File: src/hdl/qpl_pkg.sv
// Types, constants and decode helpers of the quadrature position logger.
// Depends on nothing; used by the front, queue, back, top level and bench.
package qpl_pkg;

  localparam int unsigned QDEPTH = 2;
  localparam int unsigned QPTR_W = $clog2(QDEPTH);
  localparam int unsigned QCNT_W = $clog2(QDEPTH + 1);

  localparam logic [31:0] SAMPLE_RESET   = 32'd20000;
  localparam logic [31:0] DEBOUNCE_RESET = 32'd5000;
  localparam logic [7:0]  THRESH_RESET   = 8'd20;
  localparam logic [31:0] STOP_RESET     = 32'd25920;
  localparam logic [15:0] MAXREC_RESET   = 16'd2047;
  localparam logic [7:0]  PRESS_MAX      = 8'd255;

  localparam int unsigned CFG_IDX_W = 3;

  typedef enum logic [CFG_IDX_W-1:0] {
    REG_SAMPLE   = 3'd0,
    REG_DEBOUNCE = 3'd1,
    REG_THRESH   = 3'd2,
    REG_STOP     = 3'd3,
    REG_MAXREC   = 3'd4
  } reg_idx_t;

  typedef enum logic [1:0] {
    STEP_NONE = 2'd0,
    STEP_FWD  = 2'd1,
    STEP_SKIP = 2'd2,
    STEP_BACK = 2'd3
  } step_t;

  typedef struct packed {
    logic [31:0] time_us;
    step_t       step;
    logic        button_level;
  } q_entry_t;

  typedef struct packed {
    logic full;
    logic nonempty;
  } q_status_t;

  // Gray order 0,2,3,1 mapped to a step index.
  function automatic logic [1:0] phase_index(input logic [1:0] phase);
    logic [1:0] idx;
    case (phase)
      2'd0:    idx = 2'd0;
      2'd1:    idx = 2'd3;
      2'd2:    idx = 2'd1;
      default: idx = 2'd2;
    endcase
    return idx;
  endfunction

endpackage

File: src/hdl/qpl_fifo.sv
// Short request queue between the front and the back of the logger.
// Depends on qpl_pkg for the entry and status types.
module qpl_fifo (
  input  logic                clk,
  input  logic                rst_n,
  input  logic                push,
  input  qpl_pkg::q_entry_t   push_data,
  input  logic                pop,
  output qpl_pkg::q_entry_t   pop_data,
  output qpl_pkg::q_status_t  status
);
  import qpl_pkg::*;

  q_entry_t            mem_r [QDEPTH];
  logic [QPTR_W-1:0]   wr_ptr_r, wr_ptr_nxt;
  logic [QPTR_W-1:0]   rd_ptr_r, rd_ptr_nxt;
  logic [QCNT_W-1:0]   count_r, count_nxt;
  logic                do_push, do_pop;

  assign status.full     = (count_r == QCNT_W'(QDEPTH));
  assign status.nonempty = (count_r != '0);
  assign do_push = push && !status.full;
  assign do_pop  = pop && status.nonempty;
  assign pop_data = mem_r[rd_ptr_r];

  always_comb begin
    wr_ptr_nxt = wr_ptr_r;
    rd_ptr_nxt = rd_ptr_r;
    count_nxt  = count_r;
    if (do_push) begin
      wr_ptr_nxt = (wr_ptr_r == QPTR_W'(QDEPTH - 1)) ? '0 : wr_ptr_r + 1'b1;
    end
    if (do_pop) begin
      rd_ptr_nxt = (rd_ptr_r == QPTR_W'(QDEPTH - 1)) ? '0 : rd_ptr_r + 1'b1;
    end
    if (do_push && !do_pop) begin
      count_nxt = count_r + 1'b1;
    end else if (do_pop && !do_push) begin
      count_nxt = count_r - 1'b1;
    end
  end

  always_ff @(posedge clk) begin
    if (!rst_n) begin
      wr_ptr_r <= '0;
      rd_ptr_r <= '0;
      count_r  <= '0;
    end else begin
      wr_ptr_r <= wr_ptr_nxt;
      rd_ptr_r <= rd_ptr_nxt;
      count_r  <= count_nxt;
    end
  end

  always_ff @(posedge clk) begin
    if (do_push) begin
      mem_r[wr_ptr_r] <= push_data;
    end
  end

endmodule

File: src/hdl/qpl_front.sv
// Front of the logger: accepts polls and classifies the encoder step.
// Depends on qpl_pkg for the step decode and queue types.
module qpl_front (
  input  logic                clk,
  input  logic                rst_n,
  input  logic                in_valid,
  output logic                in_stall,
  input  logic [31:0]         in_time_us,
  input  logic                in_enc_lag_level,
  input  logic                in_enc_lead_level,
  input  logic                in_button_level,
  input  qpl_pkg::q_status_t  q_status,
  output logic                push,
  output qpl_pkg::q_entry_t   push_data
);
  import qpl_pkg::*;

  logic [1:0] last_phase_r, last_phase_nxt;
  logic [1:0] phase;

  assign phase    = {in_enc_lead_level, in_enc_lag_level};
  assign in_stall = q_status.full;
  assign push     = in_valid && !in_stall;

  always_comb begin
    last_phase_nxt         = push ? phase : last_phase_r;
    push_data.time_us      = in_time_us;
    push_data.step         = step_t'(phase_index(phase) - phase_index(last_phase_r));
    push_data.button_level = in_button_level;
  end

  always_ff @(posedge clk) begin
    if (!rst_n) begin
      last_phase_r <= '0;
    end else begin
      last_phase_r <= last_phase_nxt;
    end
  end

endmodule

File: src/hdl/qpl_back.sv
// Back of the logger: position, debounce, record and finish state, result register.
// Depends on qpl_pkg for the queue entry, step codes and register indexes.
module qpl_back (
  input  logic                      clk,
  input  logic                      rst_n,
  input  logic                      cfg_we,
  input  logic [qpl_pkg::CFG_IDX_W-1:0] cfg_index,
  input  logic [31:0]               cfg_data,
  input  qpl_pkg::q_status_t        q_status,
  input  qpl_pkg::q_entry_t         q_data,
  output logic                      pop,
  output logic                      out_valid,
  input  logic                      out_stall,
  output logic                      out_record_valid,
  output logic [31:0]               out_record_time,
  output logic signed [31:0]        out_record_position,
  output logic                      out_running,
  output logic                      out_finished,
  output logic [15:0]               out_records_logged,
  output logic [31:0]               out_error_total
);
  import qpl_pkg::*;

  logic [31:0] sample_r, debounce_r, stop_r;
  logic [7:0]  thresh_r;
  logic [15:0] maxrec_r;

  logic [31:0] position_r, position_nxt;
  logic [31:0] error_r, error_nxt;
  logic [31:0] last_time_r, last_time_nxt;
  logic [7:0]  press_r, press_nxt, press_sat;
  logic        pressed_r, pressed_nxt;
  logic        running_r, running_nxt;
  logic [15:0] rcount_r, rcount_nxt;
  logic        finished_r, finished_nxt;

  logic        rec;
  logic [31:0] diff;

  logic        ov_r, ov_nxt;
  logic        orv_r;
  logic [31:0] otime_r, opos_r;

  assign pop  = q_status.nonempty && (!ov_r || !out_stall);
  assign diff = q_data.time_us - last_time_r;

  always_ff @(posedge clk) begin
    if (!rst_n) begin
      sample_r   <= SAMPLE_RESET;
      debounce_r <= DEBOUNCE_RESET;
      thresh_r   <= THRESH_RESET;
      stop_r     <= STOP_RESET;
      maxrec_r   <= MAXREC_RESET;
    end else if (cfg_we) begin
      unique case (cfg_index)
        REG_SAMPLE:   sample_r   <= cfg_data;
        REG_DEBOUNCE: debounce_r <= cfg_data;
        REG_THRESH:   thresh_r   <= cfg_data[7:0];
        REG_STOP:     stop_r     <= cfg_data;
        REG_MAXREC:   maxrec_r   <= cfg_data[15:0];
        default: ;
      endcase
    end
  end

  always_comb begin
    position_nxt  = position_r;
    error_nxt     = error_r;
    last_time_nxt = last_time_r;
    press_nxt     = press_r;
    pressed_nxt   = pressed_r;
    running_nxt   = running_r;
    rcount_nxt    = rcount_r;
    finished_nxt  = finished_r;
    rec           = 1'b0;
    press_sat     = (press_r < PRESS_MAX) ? press_r + 1'b1 : press_r;
    if (!finished_r) begin
      case (q_data.step)
        STEP_FWD:  position_nxt = position_r + 32'd1;
        STEP_BACK: position_nxt = position_r - 32'd1;
        STEP_SKIP: error_nxt    = error_r + 32'd1;
        default: ;
      endcase
      if (running_r && diff >= sample_r && rcount_r < maxrec_r) begin
        rec           = 1'b1;
        rcount_nxt    = rcount_r + 16'd1;
        last_time_nxt = q_data.time_us;
      end
      if (!running_r && !pressed_r && diff >= debounce_r) begin
        if (!q_data.button_level) begin
          press_nxt = press_sat;
          if (press_sat > thresh_r) begin
            pressed_nxt = 1'b1;
          end
        end else if (press_r != '0) begin
          press_nxt = press_r - 8'd1;
        end
        last_time_nxt = q_data.time_us;
      end
      if (pressed_nxt) begin
        running_nxt = 1'b1;
      end
      if (rcount_nxt >= maxrec_r || $signed(position_nxt) >= $signed(stop_r)) begin
        finished_nxt = 1'b1;
      end
    end
    ov_nxt = pop ? 1'b1 : (ov_r && out_stall);
  end

  always_ff @(posedge clk) begin
    if (!rst_n) begin
      position_r  <= '0;
      error_r     <= '0;
      last_time_r <= '0;
      press_r     <= '0;
      pressed_r   <= 1'b0;
      running_r   <= 1'b0;
      rcount_r    <= '0;
      finished_r  <= 1'b0;
      ov_r        <= 1'b0;
    end else begin
      ov_r <= ov_nxt;
      if (pop) begin
        position_r  <= position_nxt;
        error_r     <= error_nxt;
        last_time_r <= last_time_nxt;
        press_r     <= press_nxt;
        pressed_r   <= pressed_nxt;
        running_r   <= running_nxt;
        rcount_r    <= rcount_nxt;
        finished_r  <= finished_nxt;
      end
    end
  end

  always_ff @(posedge clk) begin
    if (pop) begin
      orv_r   <= rec;
      otime_r <= rec ? q_data.time_us : '0;
      opos_r  <= rec ? position_nxt : '0;
    end
  end

  assign out_valid           = ov_r;
  assign out_record_valid    = orv_r;
  assign out_record_time     = otime_r;
  assign out_record_position = opos_r;
  assign out_running         = running_r;
  assign out_finished        = finished_r;
  assign out_records_logged  = rcount_r;
  assign out_error_total     = error_r;

endmodule

File: src/hdl/quadrature_position_logger_core.sv
// Top level of the quadrature position logger: front, request queue and back.
// Depends on qpl_pkg, qpl_front, qpl_fifo and qpl_back.
//
// Each input request is one poll: a microsecond timestamp, both encoder pin
// levels and the start-button level. It is taken when in_valid is high and
// in_stall is low. Every poll yields exactly one result on the out_ channel,
// taken when out_valid is high and out_stall is low. The result carries an
// optional time/position record plus the running, finished, record count and
// error count state after the poll.
// The front classifies the encoder step against the previous phase and writes
// the poll into a two-entry queue; the back updates position, debounce and
// record state and loads the result register.
// A poll passes through a queue entry and then the result register; one poll
// per cycle is sustained while out_stall stays low.
// If the receiver stalls, the result register holds and the queue fills;
// in_stall rises once both queue entries are occupied.
// Configuration writes are accepted on every cycle (cfg_ready is high) and
// must only be issued while the block is idle.
// Synchronous reset restores the default intervals and limits and clears
// all position, debounce and record state; no result is pending after reset.
module quadrature_position_logger_core (
  input  logic                          clk,
  input  logic                          rst_n,
  input  logic                          in_valid,
  output logic                          in_stall,
  input  logic [31:0]                   in_time_us,
  input  logic                          in_enc_lag_level,
  input  logic                          in_enc_lead_level,
  input  logic                          in_button_level,
  output logic                          out_valid,
  input  logic                          out_stall,
  output logic                          out_record_valid,
  output logic [31:0]                   out_record_time,
  output logic signed [31:0]            out_record_position,
  output logic                          out_running,
  output logic                          out_finished,
  output logic [15:0]                   out_records_logged,
  output logic [31:0]                   out_error_total,
  input  logic                          cfg_valid,
  output logic                          cfg_ready,
  input  logic [qpl_pkg::CFG_IDX_W-1:0] cfg_index,
  input  logic [31:0]                   cfg_data
);
  import qpl_pkg::*;

  q_status_t q_status;
  q_entry_t  push_data, pop_data;
  logic      push, pop;

  assign cfg_ready = 1'b1;

  qpl_front u_front (
    .clk               (clk),
    .rst_n             (rst_n),
    .in_valid          (in_valid),
    .in_stall          (in_stall),
    .in_time_us        (in_time_us),
    .in_enc_lag_level  (in_enc_lag_level),
    .in_enc_lead_level (in_enc_lead_level),
    .in_button_level   (in_button_level),
    .q_status          (q_status),
    .push              (push),
    .push_data         (push_data)
  );

  qpl_fifo u_fifo (
    .clk       (clk),
    .rst_n     (rst_n),
    .push      (push),
    .push_data (push_data),
    .pop       (pop),
    .pop_data  (pop_data),
    .status    (q_status)
  );

  qpl_back u_back (
    .clk                 (clk),
    .rst_n               (rst_n),
    .cfg_we              (cfg_valid && cfg_ready),
    .cfg_index           (cfg_index),
    .cfg_data            (cfg_data),
    .q_status            (q_status),
    .q_data              (pop_data),
    .pop                 (pop),
    .out_valid           (out_valid),
    .out_stall           (out_stall),
    .out_record_valid    (out_record_valid),
    .out_record_time     (out_record_time),
    .out_record_position (out_record_position),
    .out_running         (out_running),
    .out_finished        (out_finished),
    .out_records_logged  (out_records_logged),
    .out_error_total     (out_error_total)
  );

endmodule

File: config.mk
export PLATFORM = sky130hd
export DESIGN_NAME = quadrature_position_logger_core
export DESIGN_NICKNAME = d
export VERILOG_FILES = /design/src/hdl/qpl_pkg.sv /design/src/hdl/qpl_fifo.sv /design/src/hdl/qpl_front.sv /design/src/hdl/qpl_back.sv /design/src/hdl/quadrature_position_logger_core.sv
export SDC_FILE = /design/constraint.sdc
export NUM_CORES = 1
export LEC_CHECK = 0
export ABC_AREA = 1
export BUFFER_PORTS_ARGS = -buffer_cell sky130_fd_sc_hd__buf_2
export CORE_MARGIN = 3
export CORE_UTILIZATION = 43
export DETAILED_ROUTE_END_ITERATION = 12
export GPL_TIMING_DRIVEN = 0
export PLACE_DENSITY = 0.69
export SLEW_MARGIN = 10
export SYNTH_ARGS = -nofsm -noshare
export SYNTH_HDL_FRONTEND = slang
export SYNTH_HIERARCHICAL = 1
export SYNTH_SLANG_ARGS = --single-unit
File: constraint.sdc
create_clock -name clk -period 11.45 [get_ports clk]
set_input_delay 1.145 -clock clk [delete_from_list [all_inputs] [get_ports clk]]
set_output_delay 1.145 -clock clk [all_outputs]
set_load 0.005 [all_outputs]
==> implementation parameters, run 1 <==
Parameter                              Value

Route
  Met3 wirelength from detailed routing ... 3821 um
  Post-detailed-routing wire length ... 64120 um
  DR top layer ... met4
  Routed length on met2 ... 30010 um
  Average routed wire per standard cell ... 16.42 um
  Number of design rule violations left after detail routing ... 0
  Avg Vias per Cell ... 5.136
  Antenna viol nets, final ... 0
  TritonRoute pass-1 iters ... 5
  Routed length on met1 ... 28250 um
  Total number of vias ... 20056
  Iteration-0 DRC count of the detailed router ... 1616

STA
  Final setup margin ... 5.130 ns
  Final Setup Violations ... 0
  Setup total negative slack ... 0 ns
  Worst slew margin relative to its limit ... 0.2678
  Actual transition at the worst max-transition pin ... 1.097 ns
  Upper clock frequency limit ... 0.1582 GHz
  Hold WS ... 0.4607 ns
  Post-route clock period utilization ... 0.5520
  Post-layout minimum cycle time ... 6.320 ns
  Final hold violation count ... 0
  RSZ-0062 raised after global routing ... false
  Pins Over Slew Limit ... 0
  Clk_skew ... 0.02534 ns

Critical path
  Highest cell delay on the worst timing path ... 0.40 ns
  Worst-path maximum fanout ... 10
  Flop-to-flop setup slack ... 5.13 ns
  Setup crit end kind ... flip-flop
  Length in cells of the worst reg-to-reg path ... 39
  CP dominant cell by count ... nand2_1
  Kind of start point of the critical path ... flip-flop
  Critical setup path kind ... reg2reg
  Signal arrival time at the worst endpoint ... 6.74 ns
  Worst-path cell with the longest stage delay ... fa_1
  Data required time at the worst endpoint ... 11.86 ns

Die
  Core area ... 52870 sq um
  Standard-cell row count ... 84
  Height of the die ... 238.0 um
  Boundary Pins ... 193
  Initial Utilization ... 0.4377
  Die Area ... 56630 sq um
  Horizontal extent of the die ... 238.0 um

Finish
  Net count of the finished layout ... 3461
  Fillers ... 5117
  Post-synthesis to final-layout area growth ... 14.54%
  Non-filler cells in the finished layout ... 3905
  Proportion of layout cells with a drive suffix above 1 ... 0.1168

Synthesis
  Async set-or-reset flop fraction in the synthesized netlist ... 0
  Post-synthesis sequential element count ... 386
  Top post-synthesis cells by area ... dfxtp_1 (22%), edfxtp_1 (18%), ha_1 (11%)
  Yosys synthesis warning count ... 6
  Most frequent cell after synthesis ... nand2_1
  Synth Net Count ... 3253
  Most common flop cell mapped by yosys ... dfxtp_1
  Most frequent cells after synthesis ... nand2_1 (509), inv_1 (436), a21oi_1 (340), nor2_1 (265), dfxtp_1 (251)
  Netlist cell types ... 53
  Library cell occupying the most area in the post-synthesis netlist ... dfxtp_1
  Portion of synthesized cell area occupied by the leading cell type ... 0.2172
  Synthesized cell area ... 23140 sq um
  Mean post-synth cell area ... 7.793 sq um
  Post-synth EDFFs ... 135
  Part of the Yosys area used for sequential elements ... 0.3924
  Gate count after technology mapping ... 2969

Clock tree
  Latest clock arrival within the worst-skew pair ... 0.58 ns
  CTS clock-pin slew for the worst setup and hold paths ... 0.07 ns
  Clock Root Buffer ... clkbuf_16
  Clock net sink count ... 386
  Hold-fix buffer count after cts ... 0
  Clock tree from TritonCTS ... built
  Buffer depth of the longest clock path ... 3
  Total setup buffers inserted after CTS ... 0
  H-tree Lvls ... 2
  Post-cts sizing count ... 0
  TritonCTS Buffers ... 43

Power and ir drop
  Cell internal pwr ... 4245 uW
  Maximum vdd drop ... 178.8 uV
  Sequential share of power ... 0.248
  Power per unit of standard cell area ... 292.3 nW/um^2
  Net switching fraction of the power ... 0.4520
  Leakage power ... 0.01219 uW
  Fraction of power consumed by combinational cells ... 0.557
  Net switching component of the power ... 3502 uW
  Clock network power share ... 0.196

Global routing
  Initial antenna violation count ... 4
  Largest net degree at the start of global routing ... 32
  All-layer global routing usage ... 0.2229
  First-pass GRT wire length ... 100800 um
  Number of global-route vias before repair ... 18694
  Total grt overflow ... 0

Place
  Routability congestion estimate ... 0.9451
  Total instance count after detailed placement ... 3820
  Total of buffers placed on input and output ports ... 158
  Worst setup slack before clock tree synthesis ... 5.139 ns
  HPWL after DPL ... 49910 um

Hold path
  Hold-critical path depth ... 2
  HP Class ... reg2reg

Flow run
  Max Cap Violations ... 0

Outcome
  Result of the run ... finished, final reports clean
through the flow:
step | power [uW] | cell area (sq um) | utilization
2_1_floorplan | 5005 | 23140 | -
3_3_place_gp | 6094 | 24790 | 0.4689
3_5_place_dp | 6212 | 24930 | 0.4715
4_1_cts | 7765 | 26490 | 0.5010
5_1_grt | 8457 | 26490 | 0.5012
6_report | 7747 | 26500 | 0.5013
power groups by stage:
stage	clock network, uW	registers (uW)	logic [uW]
4_1_cts	1550	1920	4290
5_1_grt	1600	1950	4900
3_5_place_dp	0	1950	4260
6_report	1520	1920	4310
3_3_place_gp	0	1960	4140
2_1_floorplan	0	1930	3080
critical path, delay by kind of cell, from the launching register on:
family / cells / cell delay (ns)
AND/OR/NAND/NOR: 18 / 2.02
buffers and inverters: 8 / 0.97
adder cells (fa/ha/maj): 4 / 1.15
AO/OA/AOI/OAI: 7 / 1.13
XOR/XNOR: 1 / 0.26
flip-flops: 1 / 0.33
multiplexers: 1 / 0.30
state kept, by name (all words and copies together) (netlist names), 2 cells and up, named ones only:
signal	flops
u_fifo/mem_r	70
u_back/debounce_r	32
u_back/last_time_r	32
u_back/out_error_total	32
u_back/out_record_position	32
u_back/out_record_time	32
u_back/position_r	32
u_back/sample_r	32
u_back/stop_r	32
u_back/maxrec_r	16
u_back/out_records_logged	16
u_back/press_r	8
u_back/thresh_r	8
u_fifo/count_r	2
u_front/last_phase_r	2
cells by family (layout without fill, tap and decap cells):
| family | count (synthesis) | in the layout | share of synthesized area |
|---|---|---|---|
| AOI/OAI and AO/OA | 670 | 670 | 0.1544 |
| and+or+nand+nor | 1021 | 1021 | 0.1868 |
| xor gates and xnor gates | 71 | 71 | 0.02688 |
| DFF | 386 | 386 | 0.3924 |
| other | 1 | 7 | 0.0001621 |
| adders and majority gates | 209 | 209 | 0.1137 |
| buffers and inverters | 576 | 818 | 0.1037 |
| muxes | 35 | 35 | 0.02190 |
path summary, 6_finish.rpt:
kind                                        start             endpoint
worst max register to register          flip-flop  u_back/out_finished
worst min-delay path            u_back/stop_r[21]    u_back/stop_r[21]
worst max-delay path                    flip-flop  u_back/out_finished
worst min register to register  u_back/stop_r[21]    u_back/stop_r[21]
per-layer routing:
metal | vias to the layer above | GRT usage
li1 | 10236 | -
met1 | 9184 | 0.2943
met2 | 539 | 0.3766
met3 | 97 | 0.02820
met4 | 0 | 0.08057
met5 | - | 0
layout by cell type, fill, tap and decap left out, types with 4 or more instances in the layout:
cell type / instances
mux2_4: 30
xnor2_1: 16
clkbuf_1: 58
a31oi_1: 5
nand2_2: 5
nand3b_1: 11
o21ai_2: 6
a21oi_1: 340
edfxtp_1: 135
buf_1: 10
o21bai_1: 4
nor2_4: 4
ha_1: 207
dfxtp_1: 251
nor2_2: 5
nor3_1: 27
inv_6: 4
buf_4: 42
clkbuf_16: 48
inv_2: 7
buf_12: 5
buf_2: 177
o21ai_1: 8
clkinv_2: 5
o211ai_1: 25
nand3_1: 140
nor2_1: 263
nor4_1: 10
clkinv_4: 4
clkinv_1: 6
inv_1: 436
o21a_1: 25
xor2_1: 55
diode_2: 6
bufinv_16: 6
nand2_1: 509
nand4_1: 33
mux2_2: 5
o21ai_0: 241
a21o_1: 6
area by class of cell:
class | count | area (sq um) | share of cell area
Multi-Input combinational cell | 2007 | 11670 | 0.4405
Sequential cell | 386 | 9079 | 0.3426
Inverter | 446 | 1674 | 0.06317
Clock buffer | 53 | 1240 | 0.04679
Timing Repair Buffer | 163 | 913.4 | 0.03446
Tap cell | 688 | 860.8 | 0.03248
Buffer | 130 | 725.7 | 0.02738
Clock inverter | 26 | 320.3 | 0.01209
Antenna cell | 6 | 15.01 | 0.0005665
Power figures use the tool's default switching activity.
==> run 2, diff against run 1 <==
--- a/config.mk
+++ b/config.mk
@@ -5,13 +5,13 @@
 export SDC_FILE = /design/constraint.sdc
 export NUM_CORES = 1
 export LEC_CHECK = 0
-export ABC_AREA = 1
+export ABC_AREA = 0
 export BUFFER_PORTS_ARGS = -buffer_cell sky130_fd_sc_hd__buf_2
 export CORE_MARGIN = 3
 export CORE_UTILIZATION = 43
 export DETAILED_ROUTE_END_ITERATION = 12
 export GPL_TIMING_DRIVEN = 0
-export PLACE_DENSITY = 0.69
+export PLACE_DENSITY = 0.71
 export SLEW_MARGIN = 10
 export SYNTH_ARGS = -nofsm -noshare
 export SYNTH_HDL_FRONTEND = slang
==> constraint.sdc (replaced) <==
create_clock -name clk -period 5.32 [get_ports clk]
set_input_delay 0.532 -clock clk [delete_from_list [all_inputs] [get_ports clk]]
set_output_delay 0.532 -clock clk [all_outputs]
set_load 0.005 [all_outputs]
==> implementation parameters, run 2 <==
Parameter                              Value

Outcome
  Result of the run ... finished, violations left
  Failing checks ... negative setup slack

Die
  Boundary Pins ... 193
  Initial Utilization ... 0.4368
  Height of the die ... 235.0 um
  Horizontal extent of the die ... 235.0 um
  Die Area ... 55220 sq um
  Core area ... 51610 sq um
  Standard-cell row count ... 83

STA
  Final setup margin ... -1.075 ns
  Clk_skew ... 0.01916 ns
  Upper clock frequency limit ... 0.1564 GHz
  Worst slew margin relative to its limit ... 0.1941
  Final hold violation count ... 0
  Actual transition at the worst max-transition pin ... 1.209 ns
  Pins Over Slew Limit ... 0
  RSZ-0062 raised after global routing ... true
  Post-route clock period utilization ... 1.202
  Final Setup Violations ... 119
  Post-layout minimum cycle time ... 6.395 ns
  Setup total negative slack ... -37.39 ns

Power and ir drop
  Maximum vdd drop ... 337.3 uV
  Leakage power ... 0.01139 uW
  Final total power ... 17440 uW
  Power per unit of standard cell area ... 642.4 nW/um^2

Critical path
  Setup crit end kind ... flip-flop
  Kind of start point of the critical path ... flip-flop
  Length in cells of the worst reg-to-reg path ... 30
  Critical setup path kind ... reg2reg
  Cell class contributing the biggest share of worst-path delay ... compound AO/OA/AOI/OAI gates
  Worst-path cell with the longest stage delay ... or4_4
  Worst-path maximum fanout ... 5
  Number of buffers and inverters on the critical path ... 5
  Critical Path Stages ... 30
  Signal arrival time at the worst endpoint ... 6.86 ns
  Data required time at the worst endpoint ... 5.79 ns
  Highest cell delay on the worst timing path ... 0.53 ns

Synthesis
  Top post-synthesis cells by area ... dfxtp_1 (22%), edfxtp_1 (18%), ha_1 (11%)
  Async set-or-reset flop fraction in the synthesized netlist ... 0
  Netlist cell types ... 80
  Synth Net Count ... 2829
  Post-synthesis sequential element count ... 386
  Portion of synthesized cell area occupied by the leading cell type ... 0.2229
  Mean post-synth cell area ... 8.859 sq um
  Post-synth EDFFs ... 135
  Yosys synthesis warning count ... 6
  Library cell occupying the most area in the post-synthesis netlist ... dfxtp_1
  Synthesized cell area ... 22550 sq um
  Most frequent cells after synthesis ... nand2_1 (417), dfxtp_1 (251), a21oi_1 (220), ha_1 (207), inv_1 (190)
  Most frequent cell after synthesis ... nand2_1
  Part of the Yosys area used for sequential elements ... 0.4027
  Most common flop cell mapped by yosys ... dfxtp_1
  Gate count after technology mapping ... 2545

Route
  Avg Vias per Cell ... 5.530
  Number of design rule violations left after detail routing ... 0
  Antenna viol nets, final ... 0
  Total number of vias ... 19526
  Post-detailed-routing wire length ... 66660 um
  Iteration-0 DRC count of the detailed router ... 1712
  TritonRoute pass-1 iters ... 6
  Average routed wire per standard cell ... 18.88 um

Finish
  Proportion of layout cells with a drive suffix above 1 ... 0.1767
  Most used cells in the layout excluding fill and tap cells ... nand2_1 (414), dfxtp_1 (250), a21oi_1 (204)
  Fin area ... 27160 sq um
  Top reg by flops ... u_fifo/mem_r
  Post-synthesis to final-layout area growth ... 20.44%
  Net count of the finished layout ... 3094
  Max FFs per register ... 70
  Most frequent standard cell in the layout excluding fill and tap cells ... nand2_1

Clock tree
  Latest clock arrival within the worst-skew pair ... 0.58 ns
  TritonCTS Buffers ... 44
  Buffer depth of the longest clock path ... 3
  Clock tree from TritonCTS ... built
  H-tree Lvls ... 2
  Hold-fix buffer count after cts ... 0
  Clock Root Buffer ... clkbuf_16
  Clock net sink count ... 386
  CTS clock-pin slew for the worst setup and hold paths ... 0.06 ns

Global routing
  All-layer global routing usage ... 0.2271
  Initial antenna violation count ... 5
  Total grt overflow ... 0
  Largest net degree at the start of global routing ... 34
  First-pass GRT wire length ... 101700 um
  Number of global-route vias before repair ... 18810

Place
  HPWL after DPL ... 48880 um
  Total of buffers placed on input and output ports ... 158
  Dpl cell area ... 24460 sq um
  Routability congestion estimate ... 0.9208

Hold path
  HP Class ... in2reg
  Worst min-delay path startpoint ... in_time_us[15]
  Hold-critical path depth ... 1

Flow run
  Max Cap Violations ... 0
## run 2: cells by family (layout without fill, tap and decap cells)
logic type,Yosys count,in the layout,share of synthesized area
adder cells (fa/ha/maj),209,209,0.1166
XOR/XNOR,102,102,0.03962
multiplexers,97,97,0.04573
AND/OR/NAND/NOR,869,869,0.1790
AO/OA/AOI/OAI,538,538,0.1519
flip-flops,386,386,0.4027
buffers and inverters,343,644,0.06421
other,1,6,0.0001663
## run 2: area by class of cell
| cell class | count | area [sq um] |
|---|---|---|
| antenna | 5 | 12.51 |
| sequential | 386 | 9082 |
| fill | 4577 | 24460 |
| clock buffer | 53 | 1197 |
| tap | 680 | 850.8 |
| timing repair buffer | 226 | 1538 |
| buffer | 143 | 802.0 |
| clock inverter | 29 | 360.3 |
| inverter | 193 | 732.0 |
| multi-input combinational | 1816 | 12580 |
## run 2: report_power, final
group / internal, uW / leakage (uW) / total (uW) / switching [uW]
Sequential: 3730 / 0.00333 / 4010 / 283
Combinational: 4390 / 0.00730 / 10100 / 5750
Clock: 2000 / 0.000759 / 3290 / 1290
Total: 10100 / 0.0114 / 17400 / 7320
## run 2: what timing repair did
item / in CTS / in global routing
gates resized for setup: 62 / 93
gates cloned: 0 / 5
pin swaps: 35 / 51
buffers inserted: 29 / 28
setup endpoints to repair: 124 / 124
## run 2: path summary, 6_finish.rpt
path,slack (ns),end
min,0.13,u_fifo/mem_r[1][18]
max reg2reg,-1.07,u_back/out_finished
max,-1.07,u_back/out_finished
min reg2reg,0.45,u_back/stop_r[23]
## run 2: per-layer routing
metal	vias to the layer above	GRT usage	part of all wire
met1	9214	0.2877	0.42
li1	9470	-	-
met4	0	0.07754	0.033
met3	128	0.03791	0.064
met5	-	0	0
met2	714	0.3924	0.49
## run 2: through the flow
stage | utilization | std cells | setup WS, ns | hold slack, ns
CTS | 0.5137 | 3500 | -1.167 | 0.1058
global route | 0.5261 | 3530 | -1.291 | 0.1121
global placement | 0.4713 | 3383 | -1.959 | 0.4444
finish | 0.5261 | 3531 | -1.075 | 0.1323
detailed placement | 0.4739 | 3389 | -2.046 | 0.4479
floorplan | - | 2545 | -0.6506 | 0.4363
==> run 3, diff against run 2 <==
==> constraint.sdc (replaced) <==
create_clock -name clk -period 5.4 [get_ports clk]
set_input_delay 0.54 -clock clk [delete_from_list [all_inputs] [get_ports clk]]
set_output_delay 0.54 -clock clk [all_outputs]
set_load 0.005 [all_outputs]
==> implementation parameters, run 3 (same netlist as run 2, synthesis figures left out) <==
Parameter                              Value

STA
  Final hold violation count ... 0
  Clk_skew ... 0.01773 ns
  Final setup margin ... -0.9730 ns
  Actual transition at the worst max-transition pin ... 1.210 ns
  Worst slew margin relative to its limit ... 0.1936
  Final Setup Violations ... 109
  Pins Over Slew Limit ... 0
  RSZ-0062 raised after global routing ... true
  Post-layout minimum cycle time ... 6.373 ns
  Upper clock frequency limit ... 0.1569 GHz
  Post-route clock period utilization ... 1.180
  Hold WS ... 0.1416 ns

Power and ir drop
  Power per unit of standard cell area ... 632.7 nW/um^2
  Maximum vdd drop ... 331.0 uV
  Leakage power ... 0.01139 uW

Outcome
  Result of the run ... finished, violations left
  Failing checks ... negative setup slack

Place
  Routability congestion estimate ... 0.9208
  Total of buffers placed on input and output ports ... 158
  Total instance count after detailed placement ... 3389
  Dpl cell area ... 24460 sq um
  HPWL after DPL ... 48880 um

Clock tree
  Buffer depth of the longest clock path ... 3
  H-tree Lvls ... 2
  CTS clock-pin slew for the worst setup and hold paths ... 0.06 ns
  Latest clock arrival within the worst-skew pair ... 0.58 ns
  Hold-fix buffer count after cts ... 0
  Clock Root Buffer ... clkbuf_16
  Clock net sink count ... 386
  Clock tree from TritonCTS ... built
  TritonCTS Buffers ... 44

Finish
  Fillers ... 4579
  Net count of the finished layout ... 3094
  Most frequent standard cell in the layout excluding fill and tap cells ... nand2_1
  Non-filler cells in the finished layout ... 3530
  Proportion of layout cells with a drive suffix above 1 ... 0.1764
  Top reg by flops ... u_fifo/mem_r
  Post-synthesis to final-layout area growth ... 20.42%
  Max FFs per register ... 70
  Most used cells in the layout excluding fill and tap cells ... nand2_1 (414), dfxtp_1 (250), a21oi_1 (204)
  Core utilization of the finished layout ... 0.5260
  Footprint of the multi-input gates ... 12580 sq um
  Flip-flop and latch area ... 9082 sq um
  Fin area ... 27150 sq um

Route
  Antenna viol nets, final ... 0
  Iteration-0 DRC count of the detailed router ... 1734
  Post-detailed-routing wire length ... 66760 um
  Average routed wire per standard cell ... 18.91 um
  Avg Vias per Cell ... 5.532
  Number of design rule violations left after detail routing ... 0
  TritonRoute pass-1 iters ... 6
  Total number of vias ... 19527

Critical path
  Flop-to-flop setup slack ... -0.97 ns
  Highest cell delay on the worst timing path ... 0.53 ns
  Number of buffers and inverters on the critical path ... 5
  Kind of start point of the critical path ... flip-flop
  Setup crit end ... u_back/out_finished
  Critical Path Stages ... 30
  Critical setup path kind ... reg2reg
  Cell class contributing the biggest share of worst-path delay ... compound AO/OA/AOI/OAI gates
  Length in cells of the worst reg-to-reg path ... 30
  Worst-path maximum fanout ... 5
  Signal arrival time at the worst endpoint ... 6.84 ns
  End of the worst register-to-register path ... u_back/out_finished
  Data required time at the worst endpoint ... 5.87 ns
  Setup crit end kind ... flip-flop
  Worst-path cell with the longest stage delay ... or4_4

Die
  Core area ... 51610 sq um
  Horizontal extent of the die ... 235.0 um
  Die Area ... 55220 sq um
  Boundary Pins ... 193
  Standard-cell row count ... 83
  Height of the die ... 235.0 um
  Initial Utilization ... 0.4368

Global routing
  Met2 usage in global routing ... 0.3924
  GR Layer Usage met1 ... 0.2877
  All-layer global routing usage ... 0.2271
  Number of global-route vias before repair ... 18810
  Largest net degree at the start of global routing ... 34
  Initial antenna violation count ... 5
  First-pass GRT wire length ... 101700 um
  GRT Max-Usage Layer ... met2
  Total grt overflow ... 0
  Global routing usage on met3 ... 0.03791

Flow run
  Max Cap Violations ... 0

Hold path
  Worst min-delay path startpoint ... in_time_us[15]
  HP Class ... in2reg
## run 3: changes by cell type in the layout (fill, tap and decap cells not counted)
cell / delta
o21ai_2: -1
o21ai_1: +1
diode_2: -1
## run 3: final cells by class
class                           instances  area share
Timing Repair Buffer                  226     0.05664
Inverter                              193     0.02696
Buffer                                143     0.02954
Multi-Input combinational cell       1816      0.4632
Clock buffer                           53     0.04410
Tap cell                              680     0.03134
Antenna cell                            4   0.0003687
Clock inverter                         29     0.01327
Sequential cell                       386      0.3345
## run 3: metal layers
layer | wire [um] | vias up
li1 | - | 9462
met1 | 27940 | 9263
met2 | 32390 | 671
met3 | 4137 | 131
met4 | 2283 | 0
met5 | 0 | -
## run 3: worst reg2reg max path: cells and delay by family (launching register included)
kind	cells	cell delay, ns
DFF	1	0.36
buffers and inverters	5	0.51
AOI/OAI and AO/OA	15	2.75
xor gates and xnor gates	1	0.15
and+or+nand+nor	3	0.98
muxes	2	0.41
adders and majority gates	4	1.09
## run 3: power breakdown
group          internal, uW  switching [uW]
Clock                  1970            1270
Sequential             3680             280
Combinational          4320            5660
## run 3: what timing repair did
action / CTS / global route
resized for setup: 61 / 93
gates cloned: 0 / 5
setup buffers: 29 / 28
hold endpoints to repair: 0 / 0
setup endpoints to repair: 124 / 124
pin swaps: 35 / 52
## run 3: worst min-delay path by stage
stage | end | cells after the start | slack (ns)
floorplan | u_back/debounce_r[10] | 2 | 0.44
global placement | u_back/debounce_r[13] | 2 | 0.44
detailed placement | u_back/stop_r[26] | 2 | 0.45
CTS | u_fifo/mem_r[0][18] | 1 | 0.11
global route | u_fifo/mem_r[1][18] | 1 | 0.12
finish | u_fifo/mem_r[1][18] | 1 | 0.14
## run 3: metrics by stage
step           total power (uW)  setup TNS, ns  worst slack (ns)
6_report                  17180         -27.76           -0.9730
5_1_grt                   18430         -44.55            -1.211
4_1_cts                   16430         -28.39            -1.087
3_5_place_dp              12650        -129.03            -1.966
3_3_place_gp              12210        -183.74            -1.879
2_1_floorplan             10260        -0.5706           -0.5706
